$ cat src/hw/rtl/orl_pkg.sv
package orl_pkg;

    localparam int unsigned DEPTH_DEF = 16;
    localparam int unsigned REC_W     = 32 + 8 + 3 * 64;

    typedef enum logic [2:0] {
        CMD_CLEAR  = 3'd0,
        CMD_APPEND = 3'd1,
        CMD_INSERT = 3'd2,
        CMD_DELETE = 3'd3,
        CMD_LIST   = 3'd4
    } t_cmd;

    typedef enum logic [1:0] {
        ST_OK        = 2'd0,
        ST_NOT_FOUND = 2'd1,
        ST_FULL      = 2'd2,
        ST_EMPTY     = 2'd3
    } t_status;

    // datapath commands from the controller
    typedef struct packed {
        logic load;      // capture request
        logic clr_idx;   // index to zero
        logic inc_idx;   // index up by one
        logic dec_idx;   // index down by one
        logic idx_to_cnt;// index to the tail
        logic rd;        // read entry at index
        logic wr_prev;   // write read data to index+1 (shift up)
        logic wr_next;   // write read data to index-1 (shift down)
        logic wr_new;    // write new record at index
        logic cnt_clr;
        logic cnt_inc;
        logic cnt_dec;
        logic pos_cap;   // capture match position
        logic out_load;  // load result register
        logic out_rec;   // result carries the read record
        logic out_last;
        t_status out_st;
    } t_ctl;

    // datapath status to the controller
    typedef struct packed {
        logic       full;
        logic       empty;
        logic       idx_end;   // index == count
        logic       idx_last;  // index + 1 == count
        logic       idx_ge_pos;
        logic       idx_gt_pos;
        logic       hit;       // read data id equals key
        logic       out_busy;
        t_cmd       cmd;
    } t_sts;

endpackage

$ cat src/hw/rtl/orl_ram.sv
module orl_ram #(
    parameter int unsigned WIDTH = 8,
    parameter int unsigned DEPTH = 16
) (
    input  logic                     i_clk,
    input  logic                     i_we,
    input  logic [$clog2(DEPTH)-1:0] i_waddr,
    input  logic [WIDTH-1:0]         i_wdata,
    input  logic [$clog2(DEPTH)-1:0] i_raddr,
    output logic [WIDTH-1:0]         o_rdata
);

    logic [WIDTH-1:0] r_mem [DEPTH];

    // write port, registered read port
    always_ff @(posedge i_clk) begin
        if (i_we) begin
            r_mem[i_waddr] <= i_wdata;
        end
        o_rdata <= r_mem[i_raddr];
    end

endmodule

$ cat src/hw/rtl/orl_datapath.sv
module orl_datapath
    import orl_pkg::*;
#(
    parameter int unsigned DEPTH = DEPTH_DEF
) (
    input  logic         i_clk,
    input  logic         i_rst_n,
    input  t_ctl         i_ctl,
    output t_sts         o_sts,
    input  logic [266:0] i_req,
    output logic         o_valid,
    input  logic         i_ready,
    output logic [234:0] o_data,
    output logic [6:0]   o_count
);

    localparam int unsigned AW = $clog2(DEPTH);
    localparam int unsigned CW = $clog2(DEPTH + 1);

    logic [2:0]       r_cmd;
    logic [31:0]      r_key;
    logic [REC_W-1:0] r_new;
    logic [CW-1:0]    r_cnt;
    logic [CW:0]      r_idx;
    logic [CW-1:0]    r_pos;
    logic [REC_W-1:0] rdata;
    logic             we;
    logic [AW-1:0]    waddr;
    logic [REC_W-1:0] wdata;
    logic [CW:0]      wpos;
    logic             r_valid;
    logic [1:0]       r_st;
    logic [REC_W-1:0] r_rec;
    logic             r_last;
    logic [6:0]       r_ocnt;

    // record memory: id, age, three name words
    orl_ram #(.WIDTH(REC_W), .DEPTH(DEPTH)) u_ram (
        .i_clk   (i_clk),
        .i_we    (we),
        .i_waddr (waddr),
        .i_wdata (wdata),
        .i_raddr (r_idx[AW-1:0]),
        .o_rdata (rdata)
    );

    // pick write address and data
    always_comb begin
        wpos  = r_idx;
        wdata = rdata;
        if (i_ctl.wr_prev) begin
            wpos = r_idx + 1'b1;
        end else if (i_ctl.wr_next) begin
            wpos = r_idx - 1'b1;
        end else if (i_ctl.wr_new) begin
            wdata = r_new;
        end
        we    = i_ctl.wr_prev | i_ctl.wr_next | i_ctl.wr_new;
        waddr = wpos[AW-1:0];
    end

    // hold request and index
    always_ff @(posedge i_clk) begin
        if (i_ctl.load) begin
            r_cmd <= i_req[2:0];
            r_key <= i_req[34:3];
            r_new <= i_req[266:35];
        end
        if (!i_rst_n) begin
            r_idx <= '0;
            r_cnt <= '0;
            r_pos <= '0;
        end else begin
            if (i_ctl.clr_idx) begin
                r_idx <= '0;
            end else if (i_ctl.idx_to_cnt) begin
                r_idx <= {1'b0, r_cnt};
            end else if (i_ctl.inc_idx) begin
                r_idx <= r_idx + 1'b1;
            end else if (i_ctl.dec_idx) begin
                r_idx <= r_idx - 1'b1;
            end
            if (i_ctl.pos_cap) begin
                r_pos <= r_idx[CW-1:0];
            end
            if (i_ctl.cnt_clr) begin
                r_cnt <= '0;
            end else if (i_ctl.cnt_inc) begin
                r_cnt <= r_cnt + 1'b1;
            end else if (i_ctl.cnt_dec) begin
                r_cnt <= r_cnt - 1'b1;
            end
        end
    end

    // result register
    always_ff @(posedge i_clk) begin
        if (!i_rst_n) begin
            r_valid <= 1'b0;
        end else if (i_ctl.out_load) begin
            r_valid <= 1'b1;
        end else if (i_ready) begin
            r_valid <= 1'b0;
        end
        if (i_ctl.out_load) begin
            r_st   <= i_ctl.out_st;
            r_rec  <= i_ctl.out_rec ? rdata : '0;
            r_last <= i_ctl.out_last;
            r_ocnt <= 7'(r_cnt);
        end
    end

    assign o_sts.full       = (r_cnt == CW'(DEPTH));
    assign o_sts.empty      = (r_cnt == '0);
    assign o_sts.idx_end    = (r_idx == {1'b0, r_cnt});
    assign o_sts.idx_last   = (r_idx + 1'b1 == {1'b0, r_cnt});
    assign o_sts.idx_ge_pos = (r_idx >= {1'b0, r_pos});
    assign o_sts.idx_gt_pos = (r_idx > {1'b0, r_pos});
    assign o_sts.hit        = (rdata[31:0] == r_key);
    assign o_sts.out_busy   = r_valid & ~i_ready;
    assign o_sts.cmd        = t_cmd'(r_cmd);

    assign o_valid = r_valid;
    assign o_data  = {r_last, r_rec, r_st};
    assign o_count = r_ocnt;

endmodule

$ cat src/hw/rtl/orl_ctrl.sv
module orl_ctrl
    import orl_pkg::*;
(
    input  logic i_clk,
    input  logic i_rst_n,
    input  logic i_valid,
    output logic o_ready,
    input  t_sts i_sts,
    output t_ctl o_ctl
);

    typedef enum logic [9:0] {
        S_IDLE   = 10'b0000000001,
        S_DISP   = 10'b0000000010,
        S_SRD    = 10'b0000000100,
        S_SCHK   = 10'b0000001000,
        S_SHUP   = 10'b0000010000,
        S_SHDN   = 10'b0000100000,
        S_LRD    = 10'b0001000000,
        S_LOUT   = 10'b0010000000,
        S_DONE   = 10'b0100000000,
        S_SHRD   = 10'b1000000000
    } t_state;

    t_state r_state, n_state;
    logic   r_found, n_found;
    t_status r_st, n_st;

    always_ff @(posedge i_clk) begin
        if (!i_rst_n) begin
            r_state <= S_IDLE;
            r_found <= 1'b0;
            r_st    <= ST_OK;
        end else begin
            r_state <= n_state;
            r_found <= n_found;
            r_st    <= n_st;
        end
    end

    assign o_ready = (r_state == S_IDLE);

    // sequence one request
    always_comb begin
        n_state = r_state;
        n_found = r_found;
        n_st    = r_st;
        o_ctl   = '0;
        case (r_state)
            S_IDLE: begin
                if (i_valid) begin
                    o_ctl.load = 1'b1;
                    o_ctl.clr_idx = 1'b1;
                    n_state = S_DISP;
                end
            end
            S_DISP: begin
                n_st = ST_OK;
                n_found = 1'b0;
                case (i_sts.cmd)
                    CMD_CLEAR: begin
                        o_ctl.cnt_clr = 1'b1;
                        n_state = S_DONE;
                    end
                    CMD_APPEND: begin
                        if (i_sts.full) begin
                            n_st = ST_FULL;
                        end else begin
                            o_ctl.idx_to_cnt = 1'b1;
                            o_ctl.pos_cap = 1'b0;
                        end
                        n_state = i_sts.full ? S_DONE : S_SCHK;
                        n_found = 1'b1;
                    end
                    CMD_INSERT: begin
                        if (i_sts.full) begin
                            n_st = ST_FULL;
                            n_state = S_DONE;
                        end else begin
                            n_state = S_SRD;
                        end
                    end
                    CMD_DELETE: begin
                        n_state = S_SRD;
                    end
                    CMD_LIST: begin
                        if (i_sts.empty) begin
                            n_st = ST_EMPTY;
                            n_state = S_DONE;
                        end else begin
                            n_state = S_LRD;
                        end
                    end
                    default: begin
                        n_state = S_IDLE;
                    end
                endcase
            end
            // search: index is read address, data arrives next cycle
            S_SRD: begin
                if (i_sts.idx_end) begin
                    n_state = S_SCHK;
                end else begin
                    o_ctl.rd = 1'b1;
                    n_state = S_SCHK;
                    n_found = 1'b1;
                end
            end
            S_SCHK: begin
                if (r_found && !i_sts.idx_end && !i_sts.hit &&
                    i_sts.cmd != CMD_APPEND) begin
                    o_ctl.inc_idx = 1'b1;
                    n_found = 1'b0;
                    n_state = S_SRD;
                end else begin
                    // index now holds the position (or count if no match)
                    o_ctl.pos_cap = 1'b1;
                    if (i_sts.cmd == CMD_DELETE) begin
                        if (i_sts.idx_end) begin
                            n_st = ST_NOT_FOUND;
                            n_state = S_DONE;
                        end else begin
                            o_ctl.inc_idx = 1'b1;
                            n_state = S_SHDN;
                        end
                    end else begin
                        o_ctl.idx_to_cnt = 1'b1;
                        n_state = S_SHUP;
                    end
                    n_found = 1'b0;
                end
            end
            // step down from the tail towards position, then place
            S_SHUP: begin
                if (i_sts.idx_gt_pos) begin
                    o_ctl.dec_idx = 1'b1;
                    n_found = 1'b0;
                    n_state = S_SHRD;
                end else begin
                    o_ctl.wr_new = 1'b1;
                    o_ctl.cnt_inc = 1'b1;
                    n_state = S_DONE;
                end
            end
            // wait for the entry at index, then move it to index+1
            S_SHRD: begin
                if (!r_found) begin
                    n_found = 1'b1;
                end else begin
                    o_ctl.wr_prev = 1'b1;
                    n_found = 1'b0;
                    n_state = S_SHUP;
                end
            end
            // move entries down from position+1 to the tail
            S_SHDN: begin
                if (!r_found) begin
                    if (i_sts.idx_end) begin
                        o_ctl.cnt_dec = 1'b1;
                        n_state = S_DONE;
                    end else begin
                        n_found = 1'b1;
                    end
                end else begin
                    o_ctl.wr_next = 1'b1;
                    o_ctl.inc_idx = 1'b1;
                    n_found = 1'b0;
                end
            end
            S_LRD: begin
                if (!i_sts.out_busy) begin
                    n_state = S_LOUT;
                end
            end
            S_LOUT: begin
                if (!i_sts.out_busy) begin
                    o_ctl.out_load = 1'b1;
                    o_ctl.out_rec = 1'b1;
                    o_ctl.out_st = ST_OK;
                    o_ctl.out_last = i_sts.idx_last;
                    o_ctl.inc_idx = 1'b1;
                    n_state = i_sts.idx_last ? S_IDLE : S_LRD;
                end
            end
            S_DONE: begin
                if (!i_sts.out_busy) begin
                    o_ctl.out_load = 1'b1;
                    o_ctl.out_st = r_st;
                    o_ctl.out_last = 1'b1;
                    n_state = S_IDLE;
                end
            end
            default: begin
                n_state = S_IDLE;
            end
        endcase
    end

`ifndef SYNTHESIS
    a_load_idle: assert property (@(posedge i_clk) disable iff (!i_rst_n)
        o_ctl.load |-> r_state == S_IDLE) else $error("load outside idle");
    a_one_write: assert property (@(posedge i_clk) disable iff (!i_rst_n)
        $onehot0({o_ctl.wr_prev, o_ctl.wr_next, o_ctl.wr_new}))
        else $error("two writes");
    a_out_free: assert property (@(posedge i_clk) disable iff (!i_rst_n)
        o_ctl.out_load |-> !i_sts.out_busy) else $error("result overrun");
`endif

endmodule

$ cat src/hw/rtl/ordered_record_list.sv
// One request at a time: insert and delete search, then shift through the
// record memory; list reads the entries out in order; a stalled result
// holds the sequence.
// Reset: synchronous, active low; empties the list; memory is not cleared.
module ordered_record_list
    import orl_pkg::*;
#(
    parameter int unsigned DEPTH = DEPTH_DEF
) (
    input  logic         i_clk,
    input  logic         i_rst_n,
    input  logic         s_axis_tvalid,
    output logic         s_axis_tready,
    // cmd, key, rec_id, rec_age, name_lo, name_mid, name_hi, 5 zero bits
    input  logic [271:0] s_axis_tdata,
    output logic         m_axis_tvalid,
    input  logic         m_axis_tready,
    // status, out_id, out_age, out_name_lo, out_name_mid, out_name_hi,
    // entry_count, 7 zero bits
    output logic [247:0] m_axis_tdata,
    output logic         m_axis_tlast
);

    t_ctl         ctl;
    t_sts         sts;
    logic [234:0] data;
    logic [6:0]   count;

    orl_ctrl u_ctrl (
        .i_clk   (i_clk),
        .i_rst_n (i_rst_n),
        .i_valid (s_axis_tvalid),
        .o_ready (s_axis_tready),
        .i_sts   (sts),
        .o_ctl   (ctl)
    );

    orl_datapath #(.DEPTH(DEPTH)) u_dp (
        .i_clk   (i_clk),
        .i_rst_n (i_rst_n),
        .i_ctl   (ctl),
        .o_sts   (sts),
        .i_req   (s_axis_tdata[266:0]),
        .o_valid (m_axis_tvalid),
        .i_ready (m_axis_tready),
        .o_data  (data),
        .o_count (count)
    );

    assign m_axis_tdata = {7'd0, count, data[233:0]};
    assign m_axis_tlast = data[234];

endmodule

$ cat config.mk
export PLATFORM = sky130hd
export DESIGN_NAME = ordered_record_list
export DESIGN_NICKNAME = d
export VERILOG_FILES = /design/src/hw/rtl/orl_pkg.sv /design/src/hw/rtl/orl_ram.sv /design/src/hw/rtl/orl_datapath.sv /design/src/hw/rtl/orl_ctrl.sv /design/src/hw/rtl/ordered_record_list.sv
export SDC_FILE = /design/constraint.sdc
export NUM_CORES = 2
export LEC_CHECK = 0
export ABC_AREA = 1
export BUFFER_PORTS_ARGS = -buffer_cell sky130_fd_sc_hd__buf_2
export CORE_ASPECT_RATIO = 1.2
export CORE_UTILIZATION = 35
export DETAILED_ROUTE_END_ITERATION = 7
export PLACE_DENSITY = 0.46
export SYNTH_ARGS = -nofsm -noshare
export SYNTH_HDL_FRONTEND = slang
export SYNTH_SLANG_ARGS = --single-unit
$ cat constraint.sdc
create_clock -name i_clk -period 23.2 [get_ports i_clk]
set_input_delay 4.64 -clock i_clk [delete_from_list [all_inputs] [get_ports i_clk]]
set_output_delay 4.64 -clock i_clk [all_outputs]
set_load 0.05 [all_outputs]
==> summary.txt <==
Timing
  • Clock skew: 0.05932 ns
  • Worst hold slack: 0.4804 ns
  • Worst-margin pin slew: 1.377 ns
  • Final setup fails: 0
  • Hold Vio Cnt, Final: 0
  • RSZ-0062 raised after global routing: false
  • Peak Freq: 116.8 MHz
  • TNS Setup: 0 ns
  • Max_slew headroom: 7.615%
  • Tcrit/Tclk final: 36.92%
  • Fin. max-slew vios: 0
  • Final worst-path setup slack: 14.64 ns
  • Tmin final: 8.564 ns

Logic synthesis
  • Library cells used by synthesis: 47
  • Leading area contributor after synthesis: edfxtp_1
  • Most common cell in the netlist: edfxtp_1
  • Register area share after synthesis: 78.04%
  • Synth Cell Area: 0.1691 mm2
  • Post-synth EDFFs: 4219
  • Prevailing post-synth register cell: edfxtp_1
  • Syn_area_per_cell: 13.75 um2
  • Synth warn: 0
  • Yosys reg bits: 4481
  • Ranking of synthesized cells by area: edfxtp_1 (75%), o21ai_0 (5.5%), nor2_1 (4.8%), dfxtp_1 (3.1%), o22ai_1 (2.1%)
  • Yosys top cell area share: 74.93%
  • Ys async rst share: 0%
  • Commonest cells in the netlist: edfxtp_1 (4219), nor2_1 (2165), o21ai_0 (1865)
  • Mapped Cells: 12290

Routing
  • WL/cell: 25.76 um
  • Post-route ant nets: 0
  • DR vias: 103700
  • Total iterations of the first detailed-routing run: 6
  • Vias per cell: 5.351
  • DRT iter0 DRCs: 8809
  • Drt total wl: 499200 um
  • Drc violations: 0

Cells and area
  • Total Nets Final: 12940
  • Area Overhead vs Synth: 14.20%
  • Multi-input combinational cell area: 0.03263 mm2
  • Reg area: 0.1320 mm2
  • Filler cells: 44540
  • Final core utilization: 40.14%
  • Layout cells sized above 1: 11.37%

Setup path
  • R2r setup slk: 14.64 ns
  • CP startpoint kind: flip-flop
  • Maximum fanout along the worst path: 117
  • Critical path origin: u_dp.r_idx[0]
  • CP arrival: 9.21 ns
  • Req. time, crit path: 23.85 ns
  • RR Startpoint: u_dp.r_idx[0]
  • Setup CP Type: reg -> reg
  • CP endpoint kind: flip-flop

Clocking
  • Clock-pin slew on the worst setup and hold paths: 0.06 ns
  • CTS root buffer: clkbuf_16
  • Clk Latency, worst-skew pair: 1.05 ns
  • CTS hold repair buffers: 0
  • CTS Buf Count: 453
  • H-tree levels: 5
  • Post-CTS sizing: 0
  • Setup Buffers After CTS: 0
  • Clock Sinks: 4481
  • Maximum clock path buffer count: 4
  • CTS tree: yes

Hold path
  • Hold Path Class: reg -> reg
  • Hold Crit Start: u_ctrl.r_st[0]

Power and ir drop
  • Peak VDD IR: 0.06552 mV
  • PD cells: 85.50 mW/mm2
  • Clk pwr share: 44.4%
  • Gate power share: 1.4%
  • Total power: 16510 uW
  • Flop pwr share: 54.2%
  • P_leak: 0.06403 uW
  • Switching power: 3402 uW
  • Cell Int Power: 13110 uW
  • Sw Ratio: 20.61%

Die
  • Ports: 527
  • Die area: 0.4859 mm2
  • Core Area: 0.4810 mm2
  • DIE WIDTH: 636.5 um
  • Die Ht: 763.4 um
  • Initial cell density of the core: 35.15%
  • Cell Rows: 279

Global routing
  • Number of global-route vias before repair: 104300
  • Initial antenna violation count: 9
  • Largest net degree at the start of global routing: 251
  • Overall Global Routing Usage: 19.88%
  • Grt total ovfl: 0
  • First-pass GRT wire length: 718000 um

Place
  • Routability cong.: 0.7701
  • DP Worst Slack: 14.47 ns
  • PortBufs: 512
  • Hpwl dp: 251000 um

Status
  • Status: finished, final reports clean

Flow run
  • Max-Cap Viols: 0
layer usage:
layer | global-route usage (%) | wire, um
met1 | 26.13 | 214900
met2 | 34.61 | 246600
met3 | 2.345 | 23390
met4 | 5.684 | 14380
met5 | 0 | 22
cell families (layout without fill, tap and decap cells):
group,count (synthesis),after routing,synth area share [%]
flip-flops,4481,4481,78.04
AND/OR/NAND/NOR,3434,3434,8.061
AO/OA/AOI/OAI,3183,3183,10.82
buffers and inverters,1147,1896,2.791
XOR/XNOR,37,37,0.2028
adder cells (fa/ha/maj),11,11,0.08585
other,1,16,0.002218
cell usage in the layout (no fill, tap or decap), types with 4 or more instances in the layout:
cell	instances
a21oi_1	23
buf_12	18
buf_2	512
buf_4	202
bufinv_16	35
clkbuf_1	118
clkbuf_16	455
clkbuf_8	51
clkinv_1	63
clkinv_16	12
clkinv_2	92
clkinv_4	5
clkinv_8	5
clkinvlp_4	9
conb_1	9
dfxtp_1	258
dfxtp_4	4
diode_2	7
edfxtp_1	4219
ha_1	10
inv_1	290
inv_2	14
inv_6	8
nand2_1	821
nand3_1	391
nand3_2	4
nand4_1	13
nor2_1	2146
nor2_2	6
nor2_4	24
nor3_1	10
o211ai_1	109
o21ai_0	1865
o21ai_1	243
o221ai_1	361
o22ai_1	569
xnor2_1	25
xor2_1	11
path summary, 6_finish.rpt:
path                             endpoint  depth (start not counted)
hold reg to reg            u_ctrl.r_st[0]                          2
setup / recovery  u_dp.u_ram.r_mem[4][75]                         15
hold / removal             u_ctrl.r_st[0]                          2
setup reg to reg  u_dp.u_ram.r_mem[4][75]                         15
power by group through the flow:
stage | clock network (uW) | registers (uW) | logic, uW
floorplan | 0 | 9120 | 124
CTS | 7520 | 8940 | 238
global route | 7800 | 8940 | 256
finish | 7340 | 8940 | 231
detailed placement | 0 | 9110 | 237
global placement | 0 | 9110 | 231
state kept, by name, summed over array words and instances (netlist names), 5 cells and up:
| name | cells |
|---|---|
| u_dp.r_new | 232 |
| u_dp.u_ram.o_rdata | 232 |
| u_dp.r_cnt | 5 |
| u_dp.r_idx | 6 |
| u_dp.r_pos | 5 |
| u_ctrl.r_state | 10 |
| u_dp.r_rec | 232 |
| u_dp.o_count | 5 |
| u_dp.r_key | 32 |
| u_dp.u_ram.r_mem | 3712 |
critical path: stages (launching register included):
cell and delay [ns]:
dfxtp_4 0.84, inv_8 0.40, ha_1 0.43, nand4_1 0.13, nand2_1 0.15, nand2_2 0.20
inv_8 0.49, nor2_1 0.13, nor2_1 0.17, nand2_1 0.25, nor2_4 0.92, buf_4 0.79
buf_4 0.75, buf_4 0.73, buf_4 0.73, buf_4 0.70
stage by stage:
step / instances / area [um2]
after floorplan: 12300 / 169100
after global placement: 18520 / 178100
after detailed placement: 18520 / 178100
after CTS: 19370 / 193100
after global routing: 19370 / 193100
final: 19380 / 193100
area by class of cell:
| class | instances | share of cell area, % |
|---|---|---|
| antenna | 7 | 0.009072 |
| clock buffer | 624 | 6.490 |
| clock inverter | 230 | 1.247 |
| inverter | 310 | 0.6221 |
| multi-input combinational | 6674 | 16.90 |
| sequential | 4481 | 68.34 |
| tap | 6322 | 4.097 |
| timing repair buffer | 732 | 2.299 |
(Power assumes the default switching activity.)
